===== src/rtl/dbc_pkg.sv =====
// shared types, codes and defaults of the block buffer cache
package dbc_pkg;

  localparam int ENTRIES_DEF = 16;
  localparam int TAG_W       = 36;

  // request function codes
  localparam logic [1:0] FN_GET   = 2'd0;
  localparam logic [1:0] FN_WRITE = 2'd1;
  localparam logic [1:0] FN_DONE  = 2'd2;

  // result status codes
  localparam logic [1:0] ST_OK     = 2'd0;
  localparam logic [1:0] ST_FULL   = 2'd1;
  localparam logic [1:0] ST_REJECT = 2'd2;

  typedef enum logic [1:0] {
    S_IDLE,
    S_SCAN,
    S_DRAIN,
    S_APPLY
  } ctl_state_t;

  typedef struct packed {
    logic cap;    // capture a new request, restart the scan
    logic rd;     // read the tag store at the scan address
    logic apply;  // update the marks and register the result
  } dbc_cmd_t;

  typedef struct packed {
    logic in_get;     // request at the ports is a get
    logic last_addr;  // scan address is the last entry
  } dbc_sts_t;

endpackage


===== src/rtl/dbc_ctrl.sv =====
// controller state machine of the block buffer cache
module dbc_ctrl (
  input  logic              clk,
  input  logic              rst,
  input  logic              start,
  input  dbc_pkg::dbc_sts_t sts,
  output dbc_pkg::dbc_cmd_t cmd,
  output logic              busy
);
  import dbc_pkg::*;

  ctl_state_t state;
  ctl_state_t state_next;

  always_ff @(posedge clk) begin
    if (rst) begin
      state <= S_IDLE;
    end else begin
      state <= state_next;
    end
  end

  always_comb begin
    state_next = state;
    cmd        = '0;
    busy       = 1'b1;
    case (state)
      S_IDLE: begin
        busy = 1'b0;
        if (start) begin
          cmd.cap    = 1'b1;
          state_next = sts.in_get ? S_SCAN : S_APPLY;
        end
      end
      S_SCAN: begin
        cmd.rd = 1'b1;
        if (sts.last_addr) begin
          state_next = S_DRAIN;
        end
      end
      // last tag read is being compared
      S_DRAIN: begin
        state_next = S_APPLY;
      end
      S_APPLY: begin
        cmd.apply  = 1'b1;
        state_next = S_IDLE;
      end
      default: begin
        state_next = S_IDLE;
      end
    endcase
  end

endmodule


===== src/rtl/dbc_datapath.sv =====
// tag store, entry marks, scan and result registers of the block buffer cache
module dbc_datapath #(
  parameter int ENTRIES = dbc_pkg::ENTRIES_DEF
) (
  input  logic              clk,
  input  logic              rst,
  input  dbc_pkg::dbc_cmd_t cmd,
  output dbc_pkg::dbc_sts_t sts,
  input  logic [1:0]        func,
  input  logic [7:0]        device,
  input  logic [27:0]       block_number,
  input  logic [3:0]        entry_index,
  output logic              done,
  output logic [3:0]        entry,
  output logic              hit,
  output logic              was_busy,
  output logic              needs_read,
  output logic [1:0]        status
);
  import dbc_pkg::*;

  localparam int IDX_W = $clog2(ENTRIES);

  // tag store, no reset: an entry is only matched once its used mark is set
  logic [TAG_W-1:0] tag_mem [ENTRIES];

  logic [ENTRIES-1:0] used;
  logic [ENTRIES-1:0] busy_m;
  logic [ENTRIES-1:0] valid;
  logic [ENTRIES-1:0] dirty;

  logic [1:0]       req_func;
  logic [TAG_W-1:0] req_tag;
  logic [3:0]       req_idx;

  logic [IDX_W-1:0] cnt;
  logic             rd_vld;
  logic [IDX_W-1:0] rd_idx;
  logic [TAG_W-1:0] rd_tag;

  logic             found_hit;
  logic [IDX_W-1:0] hit_idx;
  logic             found_free;
  logic [IDX_W-1:0] free_idx;

  logic             rd_match;
  logic             rd_free;
  logic             idx_ok;
  logic [IDX_W-1:0] widx;
  logic             do_alloc;

  assign sts.in_get    = (func == FN_GET);
  assign sts.last_addr = (cnt == IDX_W'(ENTRIES - 1));

  assign rd_match = rd_vld && used[rd_idx] && (rd_tag == req_tag);
  assign rd_free  = rd_vld && !dirty[rd_idx] && !busy_m[rd_idx];
  assign idx_ok   = (32'(req_idx) < ENTRIES);
  assign widx     = IDX_W'(req_idx);
  assign do_alloc = cmd.apply && (req_func == FN_GET) && !found_hit && found_free;

  // tag store ports
  always_ff @(posedge clk) begin
    if (do_alloc) begin
      tag_mem[free_idx] <= req_tag;
    end
    if (cmd.rd) begin
      rd_tag <= tag_mem[cnt];
    end
  end

  // request capture and scan pointers
  always_ff @(posedge clk) begin
    if (cmd.cap) begin
      req_func <= func;
      req_tag  <= {device, block_number};
      req_idx  <= entry_index;
    end
    if (cmd.rd) begin
      rd_idx <= cnt;
    end
    if (rd_match && !found_hit) begin
      hit_idx <= rd_idx;
    end
    if (rd_free && !found_free) begin
      free_idx <= rd_idx;
    end
  end

  always_ff @(posedge clk) begin
    if (rst) begin
      cnt        <= '0;
      rd_vld     <= 1'b0;
      found_hit  <= 1'b0;
      found_free <= 1'b0;
    end else begin
      rd_vld <= cmd.rd;
      if (cmd.cap) begin
        cnt        <= '0;
        found_hit  <= 1'b0;
        found_free <= 1'b0;
      end else begin
        if (cmd.rd) begin
          cnt <= cnt + 1'b1;
        end
        if (rd_match) begin
          found_hit <= 1'b1;
        end
        if (rd_free) begin
          found_free <= 1'b1;
        end
      end
    end
  end

  // entry marks and result
  always_ff @(posedge clk) begin
    if (rst) begin
      used   <= '0;
      busy_m <= '0;
      valid  <= '0;
      dirty  <= '0;
      done   <= 1'b0;
    end else begin
      done <= cmd.apply;
      if (cmd.apply) begin
        case (req_func)
          FN_GET: begin
            if (found_hit) begin
              busy_m[hit_idx] <= 1'b1;
            end else if (found_free) begin
              used[free_idx]   <= 1'b1;
              busy_m[free_idx] <= 1'b1;
              valid[free_idx]  <= 1'b0;
              dirty[free_idx]  <= 1'b0;
            end
          end
          FN_WRITE: begin
            if (idx_ok && used[widx] && !busy_m[widx]) begin
              dirty[widx] <= 1'b1;
            end
          end
          FN_DONE: begin
            if (idx_ok) begin
              valid[widx] <= 1'b1;
              dirty[widx] <= 1'b0;
            end
          end
          default: begin
          end
        endcase
      end
    end
  end

  always_ff @(posedge clk) begin
    if (cmd.apply) begin
      entry      <= '0;
      hit        <= 1'b0;
      was_busy   <= 1'b0;
      needs_read <= 1'b0;
      status     <= ST_OK;
      case (req_func)
        FN_GET: begin
          if (found_hit) begin
            entry      <= 4'(hit_idx);
            hit        <= 1'b1;
            was_busy   <= busy_m[hit_idx];
            needs_read <= !valid[hit_idx];
          end else if (found_free) begin
            entry      <= 4'(free_idx);
            needs_read <= 1'b1;
          end else begin
            status <= ST_FULL;
          end
        end
        FN_WRITE: begin
          entry <= req_idx;
          if (!(idx_ok && used[widx] && !busy_m[widx])) begin
            status <= ST_REJECT;
          end
        end
        FN_DONE: begin
          entry <= req_idx;
          if (!idx_ok) begin
            status <= ST_REJECT;
          end
        end
        default: begin
        end
      endcase
    end
  end

  // a hit entry is left busy
  a_hit_busy: assert property (@(posedge clk) disable iff (rst)
    done && hit |-> busy_m[hit_idx])
    else $error("hit entry not marked busy");

  // a full result means no entry was free
  a_full_none_free: assert property (@(posedge clk) disable iff (rst)
    done && status == ST_FULL |-> (busy_m | dirty) == {ENTRIES{1'b1}})
    else $error("full reported with a free entry");

  // needs_read on a hit mirrors the valid mark
  a_hit_read: assert property (@(posedge clk) disable iff (rst)
    done && hit |-> needs_read == !valid[hit_idx])
    else $error("needs_read disagrees with valid mark");

endmodule


===== src/rtl/disk_block_buffer_cache.sv =====
// top level of the disk block buffer cache lookup
// A table of ENTRIES buffer entries, each tagged by device and block number
// and carrying used, busy, valid and dirty marks. A transaction is taken on a
// clock edge with start high and busy low. A get (func 0) walks the tag store
// once, one entry per cycle, noting the lowest used entry whose tag matches
// and the lowest entry that is neither busy nor dirty, through the single
// read port of the tag store; its result is registered after the scan, the
// compare of the last read and the update. A write mark (func 1) or a
// completion (func 2) needs no scan and its result is registered after the
// update. The result is on entry, hit, was_busy, needs_read and status for
// exactly one cycle, marked by done, and must be taken then since it cannot
// be held off. busy is already low during that cycle, so the next
// transaction may start there. Only one transaction is in flight at a time.
module disk_block_buffer_cache #(
  parameter int ENTRIES = dbc_pkg::ENTRIES_DEF
) (
  input  logic        clk,
  input  logic        rst,
  input  logic        start,
  output logic        busy,
  input  logic [1:0]  func,
  input  logic [7:0]  device,
  input  logic [27:0] block_number,
  input  logic [3:0]  entry_index,
  output logic        done,
  output logic [3:0]  entry,
  output logic        hit,
  output logic        was_busy,
  output logic        needs_read,
  output logic [1:0]  status
);
  import dbc_pkg::*;

  // command and status between controller and datapath
  dbc_cmd_t cmd;
  dbc_sts_t sts;

  // sequencing: idle, tag scan, compare of the last read, update
  dbc_ctrl u_ctrl (
    .clk   (clk),
    .rst   (rst),
    .start (start),
    .sts   (sts),
    .cmd   (cmd),
    .busy  (busy)
  );

  // tag store, entry marks and the registered result
  dbc_datapath #(
    .ENTRIES (ENTRIES)
  ) u_datapath (
    .clk          (clk),
    .rst          (rst),
    .cmd          (cmd),
    .sts          (sts),
    .func         (func),
    .device       (device),
    .block_number (block_number),
    .entry_index  (entry_index),
    .done         (done),
    .entry        (entry),
    .hit          (hit),
    .was_busy     (was_busy),
    .needs_read   (needs_read),
    .status       (status)
  );

endmodule

===== config.mk =====
export PLATFORM = sky130hd
export DESIGN_NAME = disk_block_buffer_cache
export DESIGN_NICKNAME = d
export VERILOG_FILES = /design/src/rtl/dbc_pkg.sv /design/src/rtl/dbc_ctrl.sv /design/src/rtl/dbc_datapath.sv /design/src/rtl/disk_block_buffer_cache.sv
export SDC_FILE = /design/constraint.sdc
export NUM_CORES = 1
export LEC_CHECK = 0
export BUFFER_PORTS_ARGS = -buffer_cell sky130_fd_sc_hd__buf_2
export CAP_MARGIN = 20
export CORE_ASPECT_RATIO = 1.25
export CORE_MARGIN = 2
export CORE_UTILIZATION = 55
export DETAILED_ROUTE_END_ITERATION = 7
export HOLD_SLACK_MARGIN = 0.03
export PLACE_DENSITY_LB_ADDON = 0.05
export SYNTH_ARGS = -nofsm -noshare
export SYNTH_HDL_FRONTEND = slang
export SYNTH_SLANG_ARGS = --single-unit

===== constraint.sdc =====
create_clock -name clk -period 8.4 [get_ports clk]
set_clock_uncertainty 0.15 [all_clocks]
set_input_delay 1.68 -clock clk [delete_from_list [all_inputs] [get_ports clk]]
set_output_delay 1.68 -clock clk [all_outputs]
set_load 0.02 [all_outputs]

==> results.txt <==
MaxCap Viol Count -> 0
CP startpoint -> u_datapath.req_func[0]
Logic gate share of total power -> 11.0%
Final Cycle Share -> 47.3%
Setup Crit Path Kind -> reg2reg
CTS buffer count -> 73
Hold Violations, Final -> 0
Die height -> 262 µm
Drt wl/cell -> 29.3 µm
Crit path DAT -> 4.07 ns
Min-delay worst type -> reg2reg
Worst-path fanout max -> 24
Leading cell types by count after synthesis -> edfxtp_1, mux4_2, nor2_1
Share of the synthesized area in the top cell type -> 69.4%
Leak -> 10.1 nW
Count of final setup violators -> 0
Clock power frac -> 36.6%
Hold_buf cts -> 0
Final min period -> 3.97 ns
Final nets -> 1,632
Diode count -> 0
Worst slew margin -> 24.2%
Drt drc -> 0
Clk_lat worst skew -> 0.61 ns
Clock root buffer -> clkbuf_16
FF+latch count, synth -> 749
Initial DRC count -> 1,560
Clk slew on worst S/H paths -> 0.06 ns
CTS tree -> done
Vias in the first global route -> 15,100
Synthesized cell area -> 29,200 µm²
Ys async rst share -> 0%
Reg2reg end -> u_datapath.tag_mem[8][7]
Area leader, netlist -> edfxtp_1
Post-CTS setup buffers -> 0
Area grow syn2layout -> 11.7%
Worst setup EP type -> flop
R2R cell count -> 6
DP Wirelength -> 35,400 µm
Worst VDD drop -> 181 µV
Total Routing Usage GR -> 25.2%
First-pass iteration count of the detailed router -> 7
H-Tree Depth -> 3
Post-Synthesis Cells -> 1,505
Worst Setup EP -> u_datapath.tag_mem[8][7]
Worst r2r src -> u_datapath.req_func[0]
Layout Utilization -> 62.1%
Seq/Total Area, Yosys -> 74.4%
FMAX -> 252 MHz
CTS resizes -> 0
Status -> finished, final reports clean
Vias per Instance -> 6.41
Detail Route Antenna Nets -> 0
Cell with the most instances after synthesis -> edfxtp_1
Gr ovfl total -> 0
Largest net degree at the start of global routing -> 74
First-pass GRT wire length -> 100,000 µm
Post-synth EDFFs -> 675
Fraction of power consumed by sequential logic -> 52.4%
Final setup TNS -> 0 ns
Sw Pwr -> 0.00214 W
Via count -> 14,800
Clk buf depth -> 3
Mean cell area of the mapped netlist -> 19.4 µm²
Synth unique cells -> 56
Initial core utilization -> 55.6%
Fillers -> 3,667
Share of layout cells above drive strength 1 -> 24.8%
GPL Wtd Cong -> 0.890
I/O Pins -> 56
Int Power -> 0.00666 W
Horiz. Die Dim -> 210 µm
Initial antenna violation count -> 0
Worst Setup Start Kind -> flop
CP required -> 8.49 ns
Switching part of the total power -> 24.4%
Predominant post-synthesis flop cell -> edfxtp_1
Rows -> 94
R2R Setup Slk -> 4.43 ns
Worst-margin pin slew -> 1.13 ns
Pwr/cell area -> 270 nW/µm²
Ranking of synthesized cells by area -> edfxtp_1, mux4_2, dfxtp_1
Post-synth net total -> 1,560
Ys Warns -> 0
RSZ-0062 raised after global routing -> false
IO buf count -> 55
Final Max Tran Viols -> 0
CORE AREA -> 52,600 µm²
Routed WL -> 67,700 µm
Clock net sink count -> 749
Die area -> 55,000 µm²
## layer usage
| layer | up-vias | share of wire [%] | global-route usage [%] |
|---|---|---|---|
| li1 | 6279 | - | - |
| met1 | 7848 | 41 | 34.3 |
| met2 | 553 | 50 | 42.3 |
| met3 | 125 | 5.8 | 3.74 |
| met4 | 0 | 3.1 | 9.28 |
| met5 | - | 0 | 0 |
## worst min path at each step
stage	start	end	slack [ns]	cells after the start
floorplan	u_datapath.cnt[3]	u_datapath.rd_idx[3]	0.27	0
global placement	u_datapath.dirty[6]	u_datapath.dirty[6]	0.31	2
detailed placement	u_datapath.dirty[11]	u_datapath.dirty[11]	0.32	2
CTS	u_datapath.dirty[11]	u_datapath.dirty[11]	0.33	2
global route	u_datapath.dirty[13]	u_datapath.dirty[13]	0.35	2
finish	u_datapath.dirty[11]	u_datapath.dirty[11]	0.33	2
## per-stage QoR
stage / hold slack (ns) / instance area (µm²) / total power [W] / std cells / setup slack, ns
floorplan: 0.273 / 29200 / 0.00532 / 1505 / 4.75
global placement: 0.312 / 30300 / 0.00567 / 2173 / 4.56
detailed placement: 0.315 / 30300 / 0.00568 / 2173 / 4.50
CTS: 0.326 / 32600 / 0.00890 / 2307 / 4.45
global route: 0.349 / 32700 / 0.00911 / 2308 / 4.24
finish: 0.326 / 32700 / 0.00881 / 2308 / 4.43
## final cells by class
type	instances	area [µm²]	share of cell area (%)
inverters	23	86.3	0.264
repair buffers	84	505	1.55
clock buffers	94	2030	6.22
flip-flops and latches	749	21800	66.6
well taps	672	841	2.57
clock inverters	40	325	0.996
multi-input cells	646	7100	21.8
## critical path, cell delays in order (launching register included)
cell and delay (ns):
edfxtp_1 0.42, inv_1 0.10, ha_1 0.22, nor3b_1 0.53, nand2_2 0.76, nor2_4 0.86
buf_4 0.52
## cell families (layout without fill, tap and decap cells)
kind of cell | count (synthesis) | in the layout | synth area share, %
AOI/OAI and AO/OA | 153 | 153 | 3.19
adders and majority gates | 10 | 10 | 0.428
xor gates and xnor gates | 32 | 32 | 0.959
buffers and inverters | 110 | 241 | 1.70
muxes | 198 | 198 | 15.2
DFF | 749 | 749 | 74.4
and+or+nand+nor | 253 | 253 | 4.14
## sequential cells by signal, summed over array words and instances (netlist names), 16 cells and up
register / flops
u_datapath.dirty: 16
u_datapath.tag_mem: 576
u_datapath.used: 16
u_datapath.valid: 16
u_datapath.rd_tag: 36
u_datapath.req_tag: 36
u_datapath.busy_m: 16
## placed cells by master, fill, tap and decap left out, types with 3 or more instances in the layout
master / n
a211oi_1: 5
a21oi_1: 58
a222oi_1: 5
a311oi_1: 10
a31oi_1: 22
and2_1: 3
buf_2: 55
buf_4: 28
bufinv_16: 5
clkbuf_1: 13
clkbuf_16: 77
clkbuf_8: 4
clkinv_1: 18
clkinv_2: 12
dfxtp_1: 70
dfxtp_4: 3
edfxtp_1: 675
ha_1: 9
inv_1: 23
mux2i_1: 4
mux4_1: 6
mux4_2: 188
nand2_1: 22
nand3_1: 29
nand3b_1: 3
nand4_1: 15
nor2_1: 103
nor2_4: 16
nor2b_1: 13
nor3_1: 24
nor3b_1: 7
nor4_1: 4
o21ai_0: 35
xnor2_1: 24
xor2_1: 8
## power groups by stage
stage | logic [W] | registers (W) | clock network (W)
after floorplan | 0.000778 | 0.00454 | 0
after global placement | 0.000986 | 0.00468 | 0
after detailed placement | 0.000989 | 0.00469 | 0
after CTS | 0.000991 | 0.00461 | 0.00329
after global routing | 0.00105 | 0.00464 | 0.00342
final | 0.000972 | 0.00461 | 0.00322
No activity file was read; power rests on OpenSTA's default activity.
